--- src/rtl/core/yuvo_pkg.sv ---
`default_nettype none

package yuvo_pkg;

    localparam int CFG_IDX_W  = 2;
    localparam int CFG_DATA_W = 13;
    localparam int VID_REG_W  = 13;
    localparam int PIC_REG_W  = 9;

    localparam logic CMD_LOAD  = 1'b0;
    localparam logic CMD_VIDEO = 1'b1;

    typedef enum logic [CFG_IDX_W-1:0] {
        CFG_VIDEO_WIDTH,
        CFG_VIDEO_HEIGHT,
        CFG_PICTURE_WIDTH,
        CFG_PICTURE_HEIGHT
    } t_cfg_idx;

    typedef enum logic [1:0] {
        PLANE_Y,
        PLANE_U,
        PLANE_V
    } t_plane;

    // control bits that ride along the pipeline with each transfer
    typedef struct packed {
        logic       valid;
        logic       is_load;
        logic       wr_en;
        logic       hit;
        logic       fend;
        t_plane     plane;
        logic [7:0] data;
    } t_ctl;

endpackage

`default_nettype wire

--- src/rtl/core/yuvo_addr.sv ---
`default_nettype none

module yuvo_addr #(
    parameter int MAX_PICTURE_SIDE = 256,
    localparam int PS_W   = $clog2(MAX_PICTURE_SIDE + 1),
    localparam int C_W    = $clog2(MAX_PICTURE_SIDE),
    localparam int DEPTH  = MAX_PICTURE_SIDE * MAX_PICTURE_SIDE * 3 / 2,
    localparam int ADDR_W = $clog2(DEPTH),
    localparam int AREA_W = $clog2(MAX_PICTURE_SIDE * MAX_PICTURE_SIDE + 1)
) (
    input  wire logic                 i_clk,
    input  wire logic                 i_rst_n,
    input  wire logic                 i_adv,
    input  wire yuvo_pkg::t_ctl       i_ctl,
    input  wire logic [C_W-1:0]       i_row,
    input  wire logic [C_W-1:0]       i_col,
    input  wire logic [PS_W-1:0]      i_mult,
    input  wire logic [ADDR_W-1:0]    i_ld_addr,
    input  wire logic [AREA_W-1:0]    i_area,
    input  wire logic [ADDR_W-1:0]    i_area_v,
    output yuvo_pkg::t_ctl            o_ctl,
    output logic [ADDR_W-1:0]         o_addr
);

    localparam int PROD_W = C_W + PS_W;

    logic [PROD_W-1:0] n_prod, r_prod;
    logic [C_W-1:0]    r_col;
    logic [ADDR_W-1:0] r_ld_addr, base;
    yuvo_pkg::t_ctl    r_ctl;

    assign n_prod = i_row * i_mult;

    always_ff @(posedge i_clk) begin
        if (!i_rst_n) begin
            r_ctl <= '0;
        end else if (i_adv) begin
            r_ctl <= i_ctl;
        end
    end

    always_ff @(posedge i_clk) begin
        if (i_adv) begin
            r_prod    <= n_prod;
            r_col     <= i_col;
            r_ld_addr <= i_ld_addr;
        end
    end

    // plane base: chroma planes follow the picture luma plane
    always_comb begin
        unique case (r_ctl.plane)
            yuvo_pkg::PLANE_Y: base = '0;
            yuvo_pkg::PLANE_U: base = ADDR_W'(i_area);
            default:           base = i_area_v;
        endcase
    end

    assign o_addr = r_ctl.is_load ? r_ld_addr
                                  : base + ADDR_W'(r_prod) + ADDR_W'(r_col);
    assign o_ctl  = r_ctl;

endmodule

`default_nettype wire

--- config.mk ---
export PLATFORM = sky130hd
export DESIGN_NAME = yuvo_addr
export DESIGN_NICKNAME = d
export VERILOG_FILES = /design/src/rtl/core/yuvo_pkg.sv /design/src/rtl/core/yuvo_addr.sv
export SDC_FILE = /design/constraint.sdc
export NUM_CORES = 1
export LEC_CHECK = 0
export BUFFER_PORTS_ARGS = -buffer_cell sky130_fd_sc_hd__buf_2
export CELL_PAD_IN_SITES_DETAIL_PLACEMENT = 1
export CELL_PAD_IN_SITES_GLOBAL_PLACEMENT = 2
export CORE_ASPECT_RATIO = 0.75
export CORE_MARGIN = 3
export CORE_UTILIZATION = 25
export CTS_CLUSTER_DIAMETER = 50
export CTS_CLUSTER_SIZE = 16
export DETAILED_ROUTE_END_ITERATION = 10
export GPL_ROUTABILITY_DRIVEN = 0
export GPL_TIMING_DRIVEN = 1
export PLACE_DENSITY_LB_ADDON = 0.1
export SETUP_SLACK_MARGIN = 0.5
export SLEW_MARGIN = 20
export SYNTH_ARGS = -nofsm -noshare
export SYNTH_HDL_FRONTEND = slang
export SYNTH_SLANG_ARGS = --single-unit
--- constraint.sdc ---
create_clock -name i_clk -period 6.3 [get_ports i_clk]
set_input_delay 0.63 -clock i_clk [delete_from_list [all_inputs] [get_ports i_clk]]
set_output_delay 0.63 -clock i_clk [all_outputs]
set_load 0.1 [all_outputs]
==> summary.txt <==
CTS
  • Clock root buffer: clkbuf_16
  • CTS tree: built
  • Clock-pin slew on the worst setup and hold paths: 0.06 ns
  • Clock sinks: 57
  • Worst-skew pair later-pin latency: 0.33 ns
  • Number of CTS-inserted buffers: 9
  • Worst-case clock buffer depth: 2
  • Post-cts sizing count: 0
  • H-tree depth: 3
  • # hold bufs at CTS: 0
  • Setup bufs post-CTS: 0

Timing
  • Minimum clock period: 5.185 ns
  • Min Hold Slack: 0.4762 ns
  • Fin worst setup slack: 1.115 ns
  • Clock skew: 0 ns
  • Relative slew slack: 39.97%
  • Unrepaired setup endpoints after global routing: false
  • Fin Setup TNS: 0 ns
  • F_max: 0.1929 GHz
  • # setup viols final: 0
  • Final Hold Vio Count: 0
  • Fin crit share: 82.30%
  • Slew Limit Fails: 0
  • Least-Margin Pin Slew: 0.8992 ns

Logic synthesis
  • Leading area contributor after synthesis: edfxtp_1
  • Yosys warnings: 0
  • Number of synthesized register bits: 57
  • Most used DFF post-synth: edfxtp_1
  • Number of synthesized flops with an enable pin: 42
  • Distinct cells, synth: 52
  • Post-synthesis sequential area ratio: 27.76%
  • Mapped cell area: 5624 um2
  • Synthesized instance count: 551
  • Syn_area_per_cell: 10.21 um2
  • Post-Syn Nets: 756
  • Asr flop ratio synth: 0%
  • Synth top area cells: edfxtp_1 22%, fa_1 18%, ha_1 13%, and2_1 6.8%, dfxtp_1 5.3%
  • Yosys top cell area share: 22.42%

Power and ir drop
  • Clock share of power: 16.5%
  • Total power: 3.106 mW
  • Pleak: 3.297 nW
  • Power Dens Cells: 453.8 nW/um2
  • Net load switching power: 1.694 mW
  • Reg power frac: 17.2%
  • Max IR drop VDD: 306.4 uV
  • Power Internal: 1.412 mW
  • Logic gate share of total power: 66.3%
  • Switching share of power: 54.54%

Critical path
  • Crit. End Element: output port
  • Worst Path Max Fanout: 20
  • Worst Path Arrival: 4.56 ns
  • Required time worst endpoint: 5.67 ns
  • Crit start category: flip-flop
  • Crit Path Class: reg -> out

Route
  • Antenna Violating Nets Remaining: 0
  • Vias per cell: 4.492
  • DR WL/cell: 15.39 um
  • Via count: 4,335
  • Total length of routed wires: 14,850 um
  • Drt initial violations: 201
  • First drt pass iteration count: 4
  • Drt drc: 0

Cells and area
  • Final std cells w/o fill: 965
  • Nets@finish: 877
  • Area grow syn2layout: 21.69%
  • Most common cell after layout, fill and taps aside: buf_2
  • FILL cells: 2,514
  • Leading cell types in the layout, fill and taps excluded: 125 x buf_2, 69 x inv_1, 61 x and2_1, 60 x ha_1, 51 x fa_1
  • Post-Layout Inst Area: 6844 um2
  • Reg area: 1562 um2
  • Layout cell share with drive strength beyond 1: 22.45%
  • Multi-input logic area: 3699 um2
  • ANT cells: 0
  • Core Util, Final: 31.63%

Placement
  • Post-detail-place hpwl: 12,150 um
  • IO Port Bufs: 125
  • Pre-CTS WS: 1.413 ns
  • Placed inst area: 6528 um2
  • Placed Cells: 949

Floorplanning
  • Die Y: 135.9 um
  • I/O pin total: 126
  • Die Wd: 179.2 um
  • Die Area: 24,350 um2
  • Initial Util: 25.99%
  • Site Rows: 46
  • Core box area: 21,640 um2

Global route
  • Vias in the first global route: 4,786
  • First-pass GRT wire length: 24,580 um
  • GR Util All Layers: 12.73%
  • Largest net degree at the start of global routing: 58
  • GRT overflow: 0
  • Initial antenna violation count: 0

Job
  • Max Cap Viol: 0

Outcome
  • Outcome: finished, final reports clean

Worst hold path
  • Type of the worst min-delay path: in -> reg
-- path summary, 6_finish.rpt --
check        slack (ns)  cells after the start          start       endpoint
max                1.11                     14       o_ctl[9]     o_addr[15]
min                0.48                      1  i_ld_addr[16]  r_ld_addr[16]
max reg2reg        5.02                      2       o_ctl[9]       o_ctl[9]
min reg2reg        0.52                      2       o_ctl[6]       o_ctl[6]
-- metal layers --
layer / routed length [um] / part of all wire, % / vias to the layer above / global-route usage [%]
met4: 74 / 0.50 / 0 / 2.189
met2: 6638 / 45 / 81 / 20.40
li1: - / - / 2116 / -
met1: 7564 / 51 / 2132 / 18.23
met3: 572 / 3.9 / 6 / 2.289
met5: 0 / 0 / - / 0
-- logic make-up (layout without fill, tap and decap cells) --
| group | after synthesis | after routing | share of synthesized area [%] |
|---|---|---|---|
| flops | 57 | 57 | 27.76 |
| simple gates | 152 | 152 | 14.46 |
| fa+ha+maj | 111 | 111 | 31.50 |
| mux | 19 | 19 | 3.426 |
| xor+xnor | 24 | 24 | 3.737 |
| compound gates | 101 | 101 | 12.64 |
| buf+inv | 87 | 213 | 6.474 |
-- cell usage after synthesis (all sizes together), types with 5 or more instances --
cell / n
inv: 69
and2: 61
ha: 60
fa: 51
edfxtp: 42
nand2: 38
o21ai: 25
a21oi: 20
nor2b: 18
mux2i: 17
a22o: 15
dfxtp: 15
xnor2: 14
clkbuf: 13
nor2: 13
a21o: 10
xor2: 10
nand3: 6
nand4: 5
o21a: 5
-- area by class of cell --
| class | instances | area share [%] |
|---|---|---|
| clock inverter | 5 | 0.6033 |
| clock buffer | 11 | 4.022 |
| multi-input combinational | 407 | 54.04 |
| timing repair buffer | 128 | 9.470 |
| inverter | 69 | 3.784 |
| tap | 288 | 5.265 |
| sequential | 57 | 22.82 |
-- power groups by stage --
stage | Sequential, mW | Clock [mW] | Combinational, mW
finish | 0.535 | 0.511 | 2.06
CTS | 0.537 | 0.529 | 2.10
detailed placement | 0.543 | 0 | 2.09
global route | 0.544 | 0.545 | 2.27
global placement | 0.542 | 0 | 2.08
floorplan | 0.571 | 0 | 1.68
-- sequential cells by signal, indices dropped and copies added, names as in the netlist --
signal	flops
r_col	8
o_ctl	15
r_ld_addr	17
r_prod	17
-- critical path, stage by stage (launching register included) --
cell and delay (ns):
dfxtp_1 0.91, nor2b_1 0.10, buf_4 0.25, a22o_1 0.23
fa_1 0.49, ha_1 0.18, inv_1 0.06, fa_1 0.41
nor2b_1 0.19, o2111ai_1 0.19, a21oi_1 0.33, o32ai_1 0.16
xor2_1 0.15, o21ai_1 0.13, buf_2 0.44
No activity file was read; power rests on OpenSTA's default activity.
