**src/rtl/core/yuvo_pkg.sv**
```systemverilog
`default_nettype none

package yuvo_pkg;

    localparam int CFG_IDX_W  = 2;
    localparam int CFG_DATA_W = 13;
    localparam int VID_REG_W  = 13;
    localparam int PIC_REG_W  = 9;

    localparam logic CMD_LOAD  = 1'b0;
    localparam logic CMD_VIDEO = 1'b1;

    typedef enum logic [CFG_IDX_W-1:0] {
        CFG_VIDEO_WIDTH,
        CFG_VIDEO_HEIGHT,
        CFG_PICTURE_WIDTH,
        CFG_PICTURE_HEIGHT
    } t_cfg_idx;

    typedef enum logic [1:0] {
        PLANE_Y,
        PLANE_U,
        PLANE_V
    } t_plane;

    // control bits that ride along the pipeline with each transfer
    typedef struct packed {
        logic       valid;
        logic       is_load;
        logic       wr_en;
        logic       hit;
        logic       fend;
        t_plane     plane;
        logic [7:0] data;
    } t_ctl;

endpackage

`default_nettype wire

```
**src/rtl/core/yuvo_ctrl.sv**
```systemverilog
`default_nettype none

module yuvo_ctrl #(
    parameter int MAX_PICTURE_SIDE = 256,
    parameter int MAX_VIDEO_SIDE   = 4096,
    localparam int PS_W   = $clog2(MAX_PICTURE_SIDE + 1),
    localparam int C_W    = $clog2(MAX_PICTURE_SIDE),
    localparam int DEPTH  = MAX_PICTURE_SIDE * MAX_PICTURE_SIDE * 3 / 2,
    localparam int ADDR_W = $clog2(DEPTH),
    localparam int AREA_W = $clog2(MAX_PICTURE_SIDE * MAX_PICTURE_SIDE + 1)
) (
    input  wire logic                             i_clk,
    input  wire logic                             i_rst_n,
    input  wire logic                             i_cfg_we,
    input  wire logic [yuvo_pkg::CFG_IDX_W-1:0]   i_cfg_idx,
    input  wire logic [yuvo_pkg::CFG_DATA_W-1:0]  i_cfg_data,
    input  wire logic                             i_adv,
    input  wire logic                             i_accept,
    input  wire logic                             i_cmd,
    input  wire logic [7:0]                       i_data,
    input  wire logic                             i_first,
    output yuvo_pkg::t_ctl                        o_ctl,
    output logic [C_W-1:0]                        o_row,
    output logic [C_W-1:0]                        o_col,
    output logic [PS_W-1:0]                       o_mult,
    output logic [ADDR_W-1:0]                     o_ld_addr,
    output logic [AREA_W-1:0]                     o_area,
    output logic [ADDR_W-1:0]                     o_area_v
);

    localparam int VS_W  = $clog2(MAX_VIDEO_SIDE + 1);
    localparam int CNT_W = $clog2(MAX_VIDEO_SIDE);
    localparam int SW    = ((VS_W > PS_W) ? VS_W : PS_W) + 2;
    localparam int PTR_W = $clog2(DEPTH + 1);

    function automatic logic [VS_W-1:0] eff_video(input logic [31:0] v);
        logic [31:0] t;
        t = (v > 32'(MAX_VIDEO_SIDE)) ? 32'(MAX_VIDEO_SIDE) : v;
        t[0] = 1'b0;
        if (t < 32'd2) t = 32'd2;
        return t[VS_W-1:0];
    endfunction

    function automatic logic [PS_W-1:0] eff_picture(input logic [31:0] v);
        logic [31:0] t;
        t = (v > 32'(MAX_PICTURE_SIDE)) ? 32'(MAX_PICTURE_SIDE) : v;
        t[0] = 1'b0;
        if (t < 32'd2) t = 32'd2;
        return t[PS_W-1:0];
    endfunction

    function automatic logic in_range(input logic signed [SW-1:0] v,
                                      input logic signed [SW-1:0] side);
        return (v >= 0) && (v < side);
    endfunction

    // effective sizes, clamped and made even at write time
    logic [VS_W-1:0] r_vw, r_vh;
    logic [PS_W-1:0] r_pw, r_ph;

    always_ff @(posedge i_clk) begin
        if (!i_rst_n) begin
            r_vw <= eff_video(32'd640);
            r_vh <= eff_video(32'd480);
            r_pw <= eff_picture(32'd256);
            r_ph <= eff_picture(32'd256);
        end else if (i_cfg_we) begin
            unique case (yuvo_pkg::t_cfg_idx'(i_cfg_idx))
                yuvo_pkg::CFG_VIDEO_WIDTH: begin
                    r_vw <= eff_video(32'(i_cfg_data[yuvo_pkg::VID_REG_W-1:0]));
                end
                yuvo_pkg::CFG_VIDEO_HEIGHT: begin
                    r_vh <= eff_video(32'(i_cfg_data[yuvo_pkg::VID_REG_W-1:0]));
                end
                yuvo_pkg::CFG_PICTURE_WIDTH: begin
                    r_pw <= eff_picture(32'(i_cfg_data[yuvo_pkg::PIC_REG_W-1:0]));
                end
                yuvo_pkg::CFG_PICTURE_HEIGHT: begin
                    r_ph <= eff_picture(32'(i_cfg_data[yuvo_pkg::PIC_REG_W-1:0]));
                end
            endcase
        end
    end

    // picture luma size and start of the v plane, both registered, the v start from r_area
    logic [2*PS_W-1:0] area_full;
    logic [AREA_W-1:0] r_area;
    logic [ADDR_W-1:0] r_area_v;

    assign area_full = r_pw * r_ph;

    always_ff @(posedge i_clk) begin
        r_area   <= area_full[AREA_W-1:0];
        r_area_v <= ADDR_W'(r_area) + ADDR_W'(r_area >> 2);
    end

    assign o_area   = r_area;
    assign o_area_v = r_area_v;

    // raster counters
    logic [CNT_W-1:0]    r_x, r_y, n_x, n_y;
    yuvo_pkg::t_plane    r_plane, n_plane, plane_inc;
    logic [VS_W-1:0]     plane_w, plane_h;
    logic [VS_W:0]       x_inc, y_inc;
    logic                wrap_x, wrap_y, frame_end, is_video;

    assign is_video = (i_cmd == yuvo_pkg::CMD_VIDEO);
    assign plane_w  = (r_plane == yuvo_pkg::PLANE_Y) ? r_vw : (r_vw >> 1);
    assign plane_h  = (r_plane == yuvo_pkg::PLANE_Y) ? r_vh : (r_vh >> 1);
    assign x_inc    = (VS_W + 1)'(r_x) + 1'b1;
    assign y_inc    = (VS_W + 1)'(r_y) + 1'b1;
    assign wrap_x   = (x_inc >= {1'b0, plane_w});
    assign wrap_y   = (y_inc >= {1'b0, plane_h});
    assign frame_end = wrap_x && wrap_y && (r_plane == yuvo_pkg::PLANE_V);

    always_comb begin
        unique case (r_plane)
            yuvo_pkg::PLANE_Y: plane_inc = yuvo_pkg::PLANE_U;
            yuvo_pkg::PLANE_U: plane_inc = yuvo_pkg::PLANE_V;
            default:           plane_inc = yuvo_pkg::PLANE_Y;
        endcase
    end

    always_comb begin
        n_x     = CNT_W'(x_inc);
        n_y     = r_y;
        n_plane = r_plane;
        if (wrap_x) begin
            n_x = '0;
            n_y = CNT_W'(y_inc);
            if (wrap_y) begin
                n_y     = '0;
                n_plane = plane_inc;
            end
        end
    end

    // load pointer
    logic [PTR_W-1:0] r_ptr, ld_addr, n_ptr;
    logic             ld_wen;

    assign ld_addr = i_first ? '0 : r_ptr;
    assign ld_wen  = (ld_addr < PTR_W'(DEPTH));
    assign n_ptr   = ld_wen ? ld_addr + 1'b1 : ld_addr;

    always_ff @(posedge i_clk) begin
        if (!i_rst_n) begin
            r_x     <= '0;
            r_y     <= '0;
            r_plane <= yuvo_pkg::PLANE_Y;
            r_ptr   <= '0;
        end else if (i_accept) begin
            if (is_video) begin
                r_x     <= n_x;
                r_y     <= n_y;
                r_plane <= n_plane;
            end else begin
                r_ptr <= n_ptr;
            end
        end
    end

    // window of the centred picture
    logic signed [SW-1:0] vw_s, vh_s, pw_s, ph_s, sx, sy;
    logic signed [SW-1:0] j_y, i_y, j_lo, j_hi, i_lo, i_hi, j_c, i_c;
    logic                 in_plane, hit_y, hit_c;

    assign vw_s = $signed(SW'(r_vw));
    assign vh_s = $signed(SW'(r_vh));
    assign pw_s = $signed(SW'(r_pw));
    assign ph_s = $signed(SW'(r_ph));
    assign sx   = (vw_s - pw_s) >>> 1;
    assign sy   = (vh_s - ph_s) >>> 1;

    assign j_y  = $signed(SW'(r_x)) - sx;
    assign i_y  = $signed(SW'(r_y)) - sy;
    // chroma covers luma pair 2c, 2c+1: prefer the later one
    assign j_lo = $signed(SW'({r_x, 1'b0})) - sx;
    assign j_hi = $signed(SW'({r_x, 1'b1})) - sx;
    assign i_lo = $signed(SW'({r_y, 1'b0})) - sy;
    assign i_hi = $signed(SW'({r_y, 1'b1})) - sy;
    assign j_c  = in_range(j_hi, pw_s) ? j_hi : j_lo;
    assign i_c  = in_range(i_hi, ph_s) ? i_hi : i_lo;

    assign in_plane = ({1'b0, r_x} < (CNT_W + 1)'(plane_w))
                   && ({1'b0, r_y} < (CNT_W + 1)'(plane_h));
    assign hit_y = in_range(j_y, pw_s) && in_range(i_y, ph_s);
    assign hit_c = (in_range(j_hi, pw_s) || in_range(j_lo, pw_s))
                && (in_range(i_hi, ph_s) || in_range(i_lo, ph_s));

    yuvo_pkg::t_ctl   n_ctl, r_ctl;
    logic [C_W-1:0]   n_row, n_col, r_row, r_col;
    logic [PS_W-1:0]  n_mult, r_mult;
    logic [ADDR_W-1:0] r_ld_addr;

    always_comb begin
        n_ctl.valid   = i_accept;
        n_ctl.is_load = !is_video;
        n_ctl.wr_en   = ld_wen;
        n_ctl.fend    = is_video && frame_end;
        n_ctl.plane   = r_plane;
        n_ctl.data    = i_data;
        if (r_plane == yuvo_pkg::PLANE_Y) begin
            n_ctl.hit = is_video && in_plane && hit_y;
            n_row     = i_y[C_W-1:0];
            n_col     = j_y[C_W-1:0];
            n_mult    = r_pw;
        end else begin
            n_ctl.hit = is_video && in_plane && hit_c;
            n_row     = i_c[C_W:1];
            n_col     = j_c[C_W:1];
            n_mult    = r_pw >> 1;
        end
    end

    always_ff @(posedge i_clk) begin
        if (!i_rst_n) begin
            r_ctl <= '0;
        end else if (i_adv) begin
            r_ctl <= n_ctl;
        end
    end

    always_ff @(posedge i_clk) begin
        if (i_adv) begin
            r_row     <= n_row;
            r_col     <= n_col;
            r_mult    <= n_mult;
            r_ld_addr <= ld_addr[ADDR_W-1:0];
        end
    end

    assign o_ctl     = r_ctl;
    assign o_row     = r_row;
    assign o_col     = r_col;
    assign o_mult    = r_mult;
    assign o_ld_addr = r_ld_addr;

`ifndef SYNTHESIS
    a_fend_on_v: assert property (@(posedge i_clk) disable iff (!i_rst_n)
        r_ctl.valid && r_ctl.fend |-> r_ctl.plane == yuvo_pkg::PLANE_V)
        else $error("frame end outside the v plane");

    a_load_quiet: assert property (@(posedge i_clk) disable iff (!i_rst_n)
        r_ctl.valid && r_ctl.is_load |-> !r_ctl.hit && !r_ctl.fend)
        else $error("load transfer flagged as video");

    a_ptr_bound: assert property (@(posedge i_clk) disable iff (!i_rst_n)
        r_ptr <= PTR_W'(DEPTH))
        else $error("load pointer past store end");
`endif

endmodule

`default_nettype wire

```
**config.mk**
```make
export PLATFORM = sky130hd
export DESIGN_NAME = yuvo_ctrl
export DESIGN_NICKNAME = d
export VERILOG_FILES = /design/src/rtl/core/yuvo_pkg.sv /design/src/rtl/core/yuvo_ctrl.sv
export SDC_FILE = /design/constraint.sdc
export NUM_CORES = 1
export LEC_CHECK = 0
export ABC_AREA = 0
export BUFFER_PORTS_ARGS = -buffer_cell sky130_fd_sc_hd__buf_2
export CAP_MARGIN = 20
export CORE_UTILIZATION = 57
export DETAILED_ROUTE_END_ITERATION = 8
export PLACE_DENSITY_LB_ADDON = 0.08
export SLEW_MARGIN = 20
export SYNTH_ARGS = -nofsm -noshare
export SYNTH_HDL_FRONTEND = slang
export SYNTH_SLANG_ARGS = --single-unit
```
**constraint.sdc**
```tcl
create_clock -name i_clk -period 5.01 [get_ports i_clk]
set_input_delay 0.7515 -clock i_clk [delete_from_list [all_inputs] [get_ports i_clk]]
set_output_delay 0.7515 -clock i_clk [all_outputs]
set_load 0.02 [all_outputs]
```
==> metrics.md, run 1 <==
| Metric | Value |
|---|---|
| Fill cell count | `between 2000 and 3000` |
| Cell depth of the worst flop-to-flop path | `19` |
| Slew Viols, Final | `0` |
| Mapped Avg Cell Area | `approximately 8.5 um^2` |
| Pre-antenna DRT Iters | `5` |
| Final worst path period share | `0.970` |
| Outcome | `complete, no violations` |
| Reg-to-reg endpoint | `o_ctl[11]$_SDFFE_PN0P_` |
| Commonest non-fill, non-tap cell in the layout | `nand2_1` |
| Setup slack, reg-to-reg | `150 ps` |
| Power Density | `227 nW/um^2` |
| Max frequency | `206 MHz` |
| Post-synthesis register bit count | `approximately 170` |
| Largest net degree at the start of global routing | `110` |
| Most frequent cells in the layout | `nand2_1 (210), ha_1 (182), dfxtp_1 (130)` |
| Fin Hold WS | `between 300 and 400 ps` |
| Total gr overflow | `0` |
| Initial antenna violation count | `1` |
| Worst setup EP type | `register` |
| Hold Path Class | `register to register` |
| DP Wirelength | `34500 um` |
| Hold EP | `o_area_v[0]$_DFF_P_` |
| Gpl congestion | `~0.97` |
| Fin. Hold Viols | `0` |
| Post-Route WL | `45000 um` |
| Horiz. Die Dim | `173 um` |
| Residual DRC count | `0` |
| Max incr delay on CP | `470 ps` |
| RSZ-0062 raised after global routing | `yes` |
| I/O Pins | `121` |
| Setup TNS | `0 ps` |
| Initial DRC count | `1230` |
| Clock sinks | `roughly 170` |
| Total CTS buffers | `17` |
| Largest area contributor in the netlist | `dfxtp_1` |
| CP Launch Type | `register` |
| Yosys cell types | `94` |
| DIE AREA | `30000 um^2` |
| # rows | `62` |
| Worst Hold Path Cells | `0` |
| DR WL/cell | `~18 um` |
| Worst skew pair latency | `440 ps` |
| Sequential cell area fraction in the yosys report | `0.231` |
| Post-synth EDFFs | `42` |
| Setup Crit Path Kind | `register to register` |
| Post-synth top area share | `0.156` |
| Vias | `14745` |
| Clock buffer depth | `2` |
| Max Cap Violations | `0` |
| CTS tree | `yes` |
| Hold wc startpoint | `o_area[2]$_DFF_P_` |
| Final Cell Area | `18600 um^2` |
| Leakage power | `8.37 nW` |
| Final nets | `2324` |
| Max IR drop VDD | `0.179 mV` |
| CTS Hold Buffers Added | `0` |
| Final setup vio count | `0` |
| Worst EP arrival | `about 5200 ps` |
| CP Buf/Inv Count | `2` |
| Vias per cell | `5.99` |
| Total of warnings raised by yosys | `0` |
| Post-Synthesis Cells | `1963` |
| Synth Cell Area | `16700 um^2` |
| Die H | `173 um` |
| Worst Tran Pin Value | `1110 ps` |
| Root Buffer | `clkbuf_16` |
| Asr flop ratio synth | `0` |
| Pre-CTS setup slack | `-27.0 ps` |
| Layout cell share with drive strength beyond 1 | `0.141` |
| Worst-path clk slew | `roughly 80 ps` |
| Fin worst setup slack | `152 ps` |
| Worst Path Required | `5390 ps` |
| Family with the most delay on the worst path | `adder cells` |
| Min cycle time layout | `4860 ps` |
| Critical path's slowest cell | `or4_1` |
| Vias in the first global route | `13869` |
| Total Routing Usage GR | `0.301` |
| Initial Utilization | `0.580` |
| IO buf count | `around 120` |
| H-tree lvl count | `4` |
| ANT nets after route | `0` |
| Crit path max fanout | `3` |
| Placed cell area | `17800 um^2` |
| Synth area leaders | `dfxtp_1 (16%), ha_1 (14%), edfxtp_1 (7.6%), fa_1 (5.4%), xnor2_1 (4.8%)` |
| Slew headroom | `0.257` |
| First-pass GRT wire length | `around 73000 um` |
| CP cell instances | `inv_1 -> ha_1 -> inv_1 -> fa_2 -> ha_1 -> a21o_1 -> a21oi_1 -> o21bai_1 -> maj3_2 -> maj3_2 -> maj3_2 -> xor2_2 -> ha_1 -> o21ai_0 -> nand2b_1 -> a211o_2 -> or4_1 -> o32a_1 -> o21ai_1` |
| Area growth syn-to-layout | `11.3%` |
| R2r startpoint | `r_vw[1]$_SDFFE_PN0P_` |
| Primary FF master, synth | `dfxtp_1` |
| Final Skew | `a little over 9 ps` |
| Final Util | `0.646` |
| Core area | `28800 um^2` |
## report_power, final
part           switching, mW  internal, mW  leakage [nW]
Sequential            0.0296          1.48          1.47
Clock                  0.703         0.681         0.295
Combinational          0.782         0.544          6.60
## area by class of cell
cell class / instances / area, um^2 / area share
Timing Repair Buffer: 180 / 1070 / 0.0575
Antenna cell: 1 / 2.50 / 0.000135
Inverter: 127 / 477 / 0.0257
Multi-Input combinational cell: 1566 / 12100 / 0.650
Tap cell: 384 / 480 / 0.0259
Sequential cell: 172 / 3860 / 0.208
Clock buffer: 17 / 425 / 0.0229
Clock inverter: 15 / 184 / 0.00990
## registers in the layout, indices dropped and copies added (netlist names), 9 cells and up
name,flops
r_vh,12
o_area,15
r_x,12
o_area_v,17
r_y,12
r_ptr,17
o_ctl,15
r_vw,12
o_mult,9
o_ld_addr,17
## logic make-up after synthesis
family | share of synthesized area
fa+ha+maj | 0.209
buf+inv | 0.0561
xor+xnor | 0.0828
mux | 0.0342
flops | 0.231
compound gates | 0.192
other cells | 0.000225
simple gates | 0.194
## layer usage
metal	routed length, um	GRT usage	up-vias	part of all wire
met1	20900	0.427	6994	0.47
li1	-	-	7178	-
met3	3130	0.0490	54	0.069
met2	20200	0.478	517	0.45
met4	747	0.0656	2	0.017
met5	9	0	-	0.00020
## worst max-delay path by stage
stage,start,to,slack [ps],cells after the start
6_report,r_vw[1]$_SDFFE_PN0P_,o_ctl[11]$_SDFFE_PN0P_,150,19
4_1_cts,r_ph[2]$_SDFFE_PN0P_,o_row[0]$_DFFE_PP_,50,22
5_1_grt,r_vw[1]$_SDFFE_PN0P_,o_ctl[11]$_SDFFE_PN0P_,-40,19
3_5_place_dp,r_ph[2]$_SDFFE_PN0P_,o_row[0]$_DFFE_PP_,-30,22
3_3_place_gp,r_ph[2]$_SDFFE_PN0P_,o_row[1]$_DFFE_PP_,200,22
2_1_floorplan,r_ph[2]$_SDFFE_PN0P_,o_row[0]$_DFFE_PP_,210,23
## cells in the mapped netlist, types with 20 or more instances
master	n
nand2b_1	28
o211ai_1	20
o21ai_0	85
nand2_1	211
a21oi_1	78
a21o_1	38
mux2i_1	57
o21ai_1	22
dfxtp_1	130
and2_1	43
nor2_1	107
and3_1	27
inv_1	127
xnor2_1	91
nand3_1	27
edfxtp_1	42
nand4_1	29
fa_1	45
a21boi_0	44
clkbuf_1	73
o21a_1	27
ha_1	185
nor2b_1	66
maj3_1	21
xor2_1	50
nor3_1	29
## through the flow
step           power, mW  cells
2_1_floorplan       2.48   1964
3_3_place_gp        2.79   2426
3_5_place_dp        2.81   2426
4_1_cts             4.19   2458
5_1_grt             4.44   2461
6_report            4.22   2462
## what timing repair did
item / 4_1_cts / 5_1_grt
pin swaps: 0 / 9
setup endpoints to repair: 9 / 18
gates resized for setup: 4 / 37
buffers inserted: 0 / 3
Note: power is estimated with default switching activity, not from simulation.
==> inputs of run 2 (changes only) <==
--- a/config.mk
+++ b/config.mk
@@ -5,7 +5,7 @@
 export SDC_FILE = /design/constraint.sdc
 export NUM_CORES = 1
 export LEC_CHECK = 0
-export ABC_AREA = 0
+export ABC_AREA = 1
 export BUFFER_PORTS_ARGS = -buffer_cell sky130_fd_sc_hd__buf_2
 export CAP_MARGIN = 20
 export CORE_UTILIZATION = 57
==> run 2 against run 1 <==
Maximum frequency rose by 4.3%. Sequential share of layout area grew 0.29 points. Critical endpoint is now o_col[0]$_DFFE_PP_. Largest cell class unchanged. Combinational power up 47%. Total power up 16%. Global-route usage rose by 2.2 points.
==> metrics.md, run 2 <==
| Metric | Value |
|---|---|
| Top sig layer | `met4` |
| Layout cell share with drive strength beyond 1 | `0.128` |
| Post-synth EDFFs | `42` |
| Outcome | `complete, no violations` |
| Max Cap Violations | `0` |
| Commonest non-fill, non-tap cell in the layout | `nand2_1` |
| Clock buffer depth | `2` |
| Residual DRC count | `0` |
| Final setup vio count | `0` |
| Worst Path Required | `about 5200 ps` |
| Most frequent cell after synthesis | `nand2_1` |
| Post-Synthesis Cells | `2430` |
| Diode count | `0` |
| Leakage power | `9.80 nW` |
| CTS Hold Buffers Added | `0` |
| Most frequent cells in the layout | `nand2_1 (619), inv_1 (363), ha_1 (184)` |
| Clock sinks | `between 150 and 200` |
| Final Cell Area | `between 15000 and 20000 um^2` |
| CTS tree | `yes` |
| Family with the most delay on the worst path | `adder cells` |
| Post-synthesis register bit count | `172` |
| Die H | `173 um` |
| CP Buf/Inv Count | `3` |
| Setup slack, reg-to-reg | `about 350 ps` |
| Worst skew pair latency | `approximately 460 ps` |
| Setup Crit Path Kind | `register to register` |
| WP depth | `23` |
| Synth Cell Area | `16700 um^2` |
| Total of warnings raised by yosys | `0` |
| Worst Tran Pin Value | `1030 ps` |
| Min cycle time layout | `4660 ps` |
| Placed cell count | `2901` |
| Largest area contributor in the netlist | `dfxtp_1` |
| Largest net degree at the start of global routing | `between 50 and 60` |
| I/O Pins | `121` |
| Total Routing Usage GR | `0.322` |
| Setup TNS | `0 ps` |
| Slew headroom | `0.312` |
| Pre-CTS setup slack | `roughly 110 ps` |
| Placed cell area | `between 15000 and 20000 um^2` |
| IO buf count | `118` |
| Gpl congestion | `0.948` |
| DR WL/cell | `16.2 um` |
| H-tree lvl count | `4` |
| CP cell instances | `ha_1 -> inv_1 -> fa_1 -> xor2_2 -> inv_1 -> ha_1 -> nand2_1 -> o21ai_1 -> nand2_1 -> nand2_1 -> xor2_1 -> ha_1 -> a21oi_1 -> o221ai_1 -> a21o_1 -> a21oi_1 -> nand3_1 -> nor2_2 -> nand3_4 -> inv_2 -> nand2_1 -> nand2_1 -> o22ai_1` |
| Initial Utilization | `0.580` |
| Final worst path period share | `0.930` |
| Critical path's slowest cell | `fa_1` |
| Worst-path clk slew | `70 ps` |
| Max incr delay on CP | `470 ps` |
| Asr flop ratio synth | `0` |
| Crit path max fanout | `12` |
| Cell depth of the worst flop-to-flop path | `23` |
| Final Skew | `around 15 ps` |
| Total CTS buffers | `17` |
| Power Density | `267 nW/um^2` |
| Metal3 WL | `2570 um` |
| Vias in the first global route | `15503` |
| Primary FF master, synth | `dfxtp_1` |
| DP Wirelength | `38500 um` |
| Mapped Avg Cell Area | `6.86 um^2` |
| Hold Path Class | `register to register` |
| Max frequency | `215 MHz` |
| Final nets | `2798` |
| WL met1 | `21400 um` |
| Vias | `16218` |
| Synth area leaders | `dfxtp_1 (16%), nand2_1 (14%), ha_1 (14%), inv_1 (8.2%), edfxtp_1 (7.6%)` |
| Worst setup EP type | `register` |
| Total gr overflow | `0` |
| Yosys cell types | `between 50 and 60` |
| First-pass GRT wire length | `77700 um` |
| Horiz. Die Dim | `173 um` |
| Sequential cell area fraction in the yosys report | `0.232` |
| Fin worst setup slack | `353 ps` |
| ANT nets after route | `0` |
| Slew Viols, Final | `0` |
| Max IR drop VDD | `approximately 0.25 mV` |
| # rows | `slightly above 60` |
| Pre-antenna DRT Iters | `6` |
| Fill cell count | `2684` |
| Top cell by count, worst path | `nand2_1` |
| Top cells by count, synth | `nand2_1 (620), inv_1 (364), ha_1 (185)` |
| DIE AREA | `approximately 30000 um^2` |
| Initial antenna violation count | `0` |
| Worst EP arrival | `roughly 4900 ps` |
| Met2 wire length | `22300 um` |
| Final std cells w/o fill | `2935` |
| Worst Hold Path Cells | `0` |
| Fin. Hold Viols | `0` |
| Post-synth top area share | `0.156` |
| Area growth syn-to-layout | `10.2%` |
| Core area | `~29000 um^2` |
| RSZ-0062 raised after global routing | `yes` |
| Vias per cell | `5.53` |
| Initial DRC count | `~1200` |
| Post-Route WL | `47500 um` |
| CP Launch Type | `register` |
| Root Buffer | `clkbuf_16` |
-- run 2: per-layer routing --
layer,up-vias,global-route usage
li1,8107,-
met1,7534,0.422
met2,500,0.544
met3,77,0.0394
met4,0,0.118
met5,-,0
-- run 2: repair_timing --
action                                  4_1_cts  5_1_grt
gates resized for setup                       1       17
hold endpoints to repair                      0        0
setup buffers                                 0        2
endpoints found under the setup margin        1       18
pin swaps                                     0        1
-- run 2: metrics by stage --
step           hold slack [ps]  utilization  total power [mW]
6_report                   392        0.639              4.90
5_1_grt                    403        0.639              5.20
4_1_cts                    394        0.636              4.89
3_5_place_dp               384        0.615              3.53
3_3_place_gp               366        0.615              3.48
2_1_floorplan              445            -              3.01
-- run 2: where the power goes --
| group | internal, mW | total, mW | switching (mW) |
|---|---|---|---|
| registers | 1.54 | 1.60 | 0.0592 |
| logic | 0.670 | 1.95 | 1.28 |
| clock network | 0.714 | 1.35 | 0.641 |
| total | 2.92 | 4.90 | 1.98 |
-- run 2: worst register-to-register path: cells and delay by family, from the launching register on --
kind                     cells  cell delay, ps
AO/OA/AOI/OAI                6             920
AND/OR/NAND/NOR              8             850
flip-flops                   1             440
XOR/XNOR                     2             520
adder cells (fa/ha/maj)      4            1330
buffers and inverters        3             350
-- run 2: area by class of cell --
class	instances	area [um^2]	area share
clock inverters	13	119	0.00647
multi-input cells	1814	11200	0.608
repair buffers	144	786	0.0428
flip-flops and latches	172	3870	0.211
well taps	384	480	0.0261
clock buffers	19	475	0.0259
inverters	389	1460	0.0797
-- run 2: logic make-up (layout without fill, tap and decap cells) --
kind of cell / Yosys count / in the layout / share of synthesized area
AND/OR/NAND/NOR: 1145 / 1145 / 0.310
buffers and inverters: 445 / 565 / 0.101
AO/OA/AOI/OAI: 350 / 350 / 0.118
adder cells (fa/ha/maj): 230 / 230 / 0.193
flip-flops: 172 / 172 / 0.232
XOR/XNOR: 81 / 81 / 0.0425
multiplexers: 6 / 6 / 0.00360
other: 1 / 2 / 0.000225
-- run 2: final timing paths --
kind | from | to
max | r_pw[1]$_SDFFE_PN0P_ | o_col[0]$_DFFE_PP_
min | o_area[2]$_DFF_P_ | o_area_v[0]$_DFF_P_
max reg2reg | r_pw[1]$_SDFFE_PN0P_ | o_col[0]$_DFFE_PP_
min reg2reg | o_area[2]$_DFF_P_ | o_area_v[0]$_DFF_P_
==> inputs of run 3 (changes only) <==
--- a/config.mk
+++ b/config.mk
@@ -10,7 +10,8 @@
 export CAP_MARGIN = 20
 export CORE_UTILIZATION = 57
 export DETAILED_ROUTE_END_ITERATION = 8
-export PLACE_DENSITY_LB_ADDON = 0.08
+export PLACE_DENSITY = 0.84
+export RECOVER_POWER = 25
 export SLEW_MARGIN = 20
 export SYNTH_ARGS = -nofsm -noshare
 export SYNTH_HDL_FRONTEND = slang
==> run 3 against run 2 <==
Total power down 0.45%. Combinational power about the same. Sequential cell count unchanged. Critical path depth unchanged. Die area unchanged. Maximum frequency up 0.73%. Clock-buffer cell count up 4. Critical path type unchanged.
==> metrics.md, run 3 (synthesized netlist as in run 2, its figures left out) <==
| Metric | Value |
|---|---|
| Outcome | `complete, no violations` |
| DIE AREA | `about 30000 um^2` |
| Fin worst setup slack | `slightly below 400 ps` |
| DR WL/cell | `16.2 um` |
| Crit path from | `r_pw[2]$_SDFFE_PN0P_` |
| Area growth syn-to-layout | `9.71%` |
| Total gr overflow | `0` |
| Worst Hold Path Cells | `0` |
| Final nets | `2798` |
| Pre-CTS setup slack | `216 ps` |
| Slew headroom | `0.0641` |
| Pre-antenna DRT Iters | `7` |
| Reg-to-reg endpoint | `o_col[0]$_DFFE_PP_` |
| Worst EP arrival | `4800 ps` |
| Horiz. Die Dim | `173 um` |
| Worst Tran Pin Value | `1400 ps` |
| CP Buf/Inv Count | `2` |
| Power Density | `266 nW/um^2` |
| Leakage power | `9.73 nW` |
| Worst setup path endpoint | `o_col[0]$_DFFE_PP_` |
| Commonest non-fill, non-tap cell in the layout | `nand2_1` |
| R2r startpoint | `r_pw[2]$_SDFFE_PN0P_` |
| Top cell by count, worst path | `nand2_1` |
| Residual DRC count | `0` |
| Worst-path clk slew | `80 ps` |
| Critical path's slowest cell | `dfxtp_2` |
| First-pass GRT wire length | `76900 um` |
| Setup TNS | `0 ps` |
| Worst Path Required | `5180 ps` |
| Setup slack, reg-to-reg | `390 ps` |
| Pwr Total | `4.88 mW` |
| Final Util | `0.636` |
| Slew Viols, Final | `0` |
| Post-Route WL | `47500 um` |
| IO buf count | `roughly 120` |
| # rows | `62` |
| CTS tree | `yes` |
| Placed cell area | `around 18000 um^2` |
| Diode count | `0` |
| Final worst path period share | `0.923` |
| Fill cell count | `2569` |
| ANT nets after route | `0` |
| Most frequent cells in the layout | `nand2_1 (620), inv_1 (365), ha_1 (185)` |
| Vias in the first global route | `roughly 16000` |
| Initial DRC count | `1574` |
| Max Cap Violations | `0` |
| WP depth | `23` |
| CP Launch Type | `register` |
| Min cycle time layout | `about 4600 ps` |
| Initial antenna violation count | `1` |
| Worst skew pair latency | `around 440 ps` |
| Worst setup EP type | `register` |
| Total Routing Usage GR | `0.316` |
| Total CTS buffers | `17` |
| Vias per cell | `5.68` |
| I/O Pins | `121` |
| Max IR drop VDD | `0.249 mV` |
| Die H | `approximately 170 um` |
| Clock buffer depth | `2` |
| Core area | `28800 um^2` |
| Vias | `16667` |
| Max frequency | `216 MHz` |
| Root Buffer | `clkbuf_16` |
| Final Cell Area | `18300 um^2` |
| Final setup vio count | `0` |
| H-tree lvl count | `4` |
| Crit path max fanout | `11` |
| Layout cell share with drive strength beyond 1 | `0.117` |
| Setup Crit Path Kind | `register to register` |
| Largest net degree at the start of global routing | `between 50 and 60` |
| Cell depth of the worst flop-to-flop path | `23` |
| Initial Utilization | `0.580` |
| Fin. Hold Viols | `0` |
| Max incr delay on CP | `440 ps` |
| Gpl congestion | `0.991` |
| Final Skew | `13.5 ps` |
| Hold Path Class | `register to register` |
| Family with the most delay on the worst path | `compound AO/OA/AOI/OAI gates` |
| CP cell instances | `inv_1 -> ha_1 -> nand2_1 -> a21oi_1 -> xor2_1 -> ha_1 -> a21oi_1 -> o21ai_1 -> nand2_1 -> nand2_1 -> xor2_1 -> ha_1 -> a21oi_1 -> o221ai_1 -> a21o_1 -> a21oi_1 -> nand3_1 -> nor2_2 -> nand3_4 -> inv_2 -> nand2_1 -> nand2_1 -> o22ai_1` |
| DP Wirelength | `38200 um` |
| Clock sinks | `172` |
-- run 3: through the flow --
| stage | hold slack (ps) | std cells |
|---|---|---|
| 2_1_floorplan | 445 | 2431 |
| 3_3_place_gp | 372 | 2902 |
| 3_5_place_dp | 382 | 2902 |
| 4_1_cts | 392 | 2934 |
| 5_1_grt | 397 | 2935 |
| 6_report | 389 | 2935 |
-- run 3: area by class of cell --
cell class                 count  area (um^2)  area share
tap                          384          480      0.0263
sequential                   172         3870       0.211
inverter                     389         1460      0.0798
timing repair buffer         144          761      0.0416
clock inverter                 9         71.3     0.00390
multi-input combinational   1814        11100       0.609
clock buffer                  23          510      0.0279
-- run 3: what timing repair did --
action / in CTS / in global routing
resized for setup: 0 / 9
buffers inserted: 0 / 1
hold endpoints to repair: 0 / 0
setup endpoints to repair: 0 / 18
hold buffers: 0 / 0
-- run 3: worst min-delay path by stage --
| stage | from | end | slack, ps |
|---|---|---|---|
| after floorplan | r_ptr[16]$_SDFFE_PN0P_ | r_ptr[16]$_SDFFE_PN0P_ | 450 |
| after global placement | o_area[2]$_DFF_P_ | o_area_v[0]$_DFF_P_ | 370 |
| after detailed placement | o_area[2]$_DFF_P_ | o_area_v[0]$_DFF_P_ | 380 |
| after CTS | o_area[2]$_DFF_P_ | o_area_v[0]$_DFF_P_ | 390 |
| after global routing | o_area[2]$_DFF_P_ | o_area_v[0]$_DFF_P_ | 400 |
| final | o_area[2]$_DFF_P_ | o_area_v[0]$_DFF_P_ | 390 |
-- run 3: worst reg2reg max path, cell delays in order, from the launching register on --
cell and delay [ps]:
dfxtp_2 440, inv_1 170, ha_1 340, nand2_1 80, a21oi_1 220, xor2_1 260
ha_1 350, a21oi_1 260, o21ai_1 170, nand2_1 100, nand2_1 80, xor2_1 160
ha_1 320, a21oi_1 150, o221ai_1 150, a21o_1 180, a21oi_1 140, nand3_1 110
nor2_2 150, nand3_4 140, inv_2 170, nand2_1 70, nand2_1 60, o22ai_1 70
-- run 3: where the power goes --
group	internal (mW)	switching, mW	total (mW)
clock	0.730	0.597	1.33
combinational	0.669	1.28	1.95
sequential	1.54	0.0649	1.60
-- run 3: per-layer routing --
| metal | vias up | part of all wire | track usage |
|---|---|---|---|
| li1 | 8088 | - | - |
| met1 | 7684 | 0.43 | 0.414 |
| met2 | 765 | 0.45 | 0.517 |
| met3 | 128 | 0.087 | 0.0545 |
| met4 | 2 | 0.033 | 0.128 |
| met5 | - | 0.00027 | 0 |
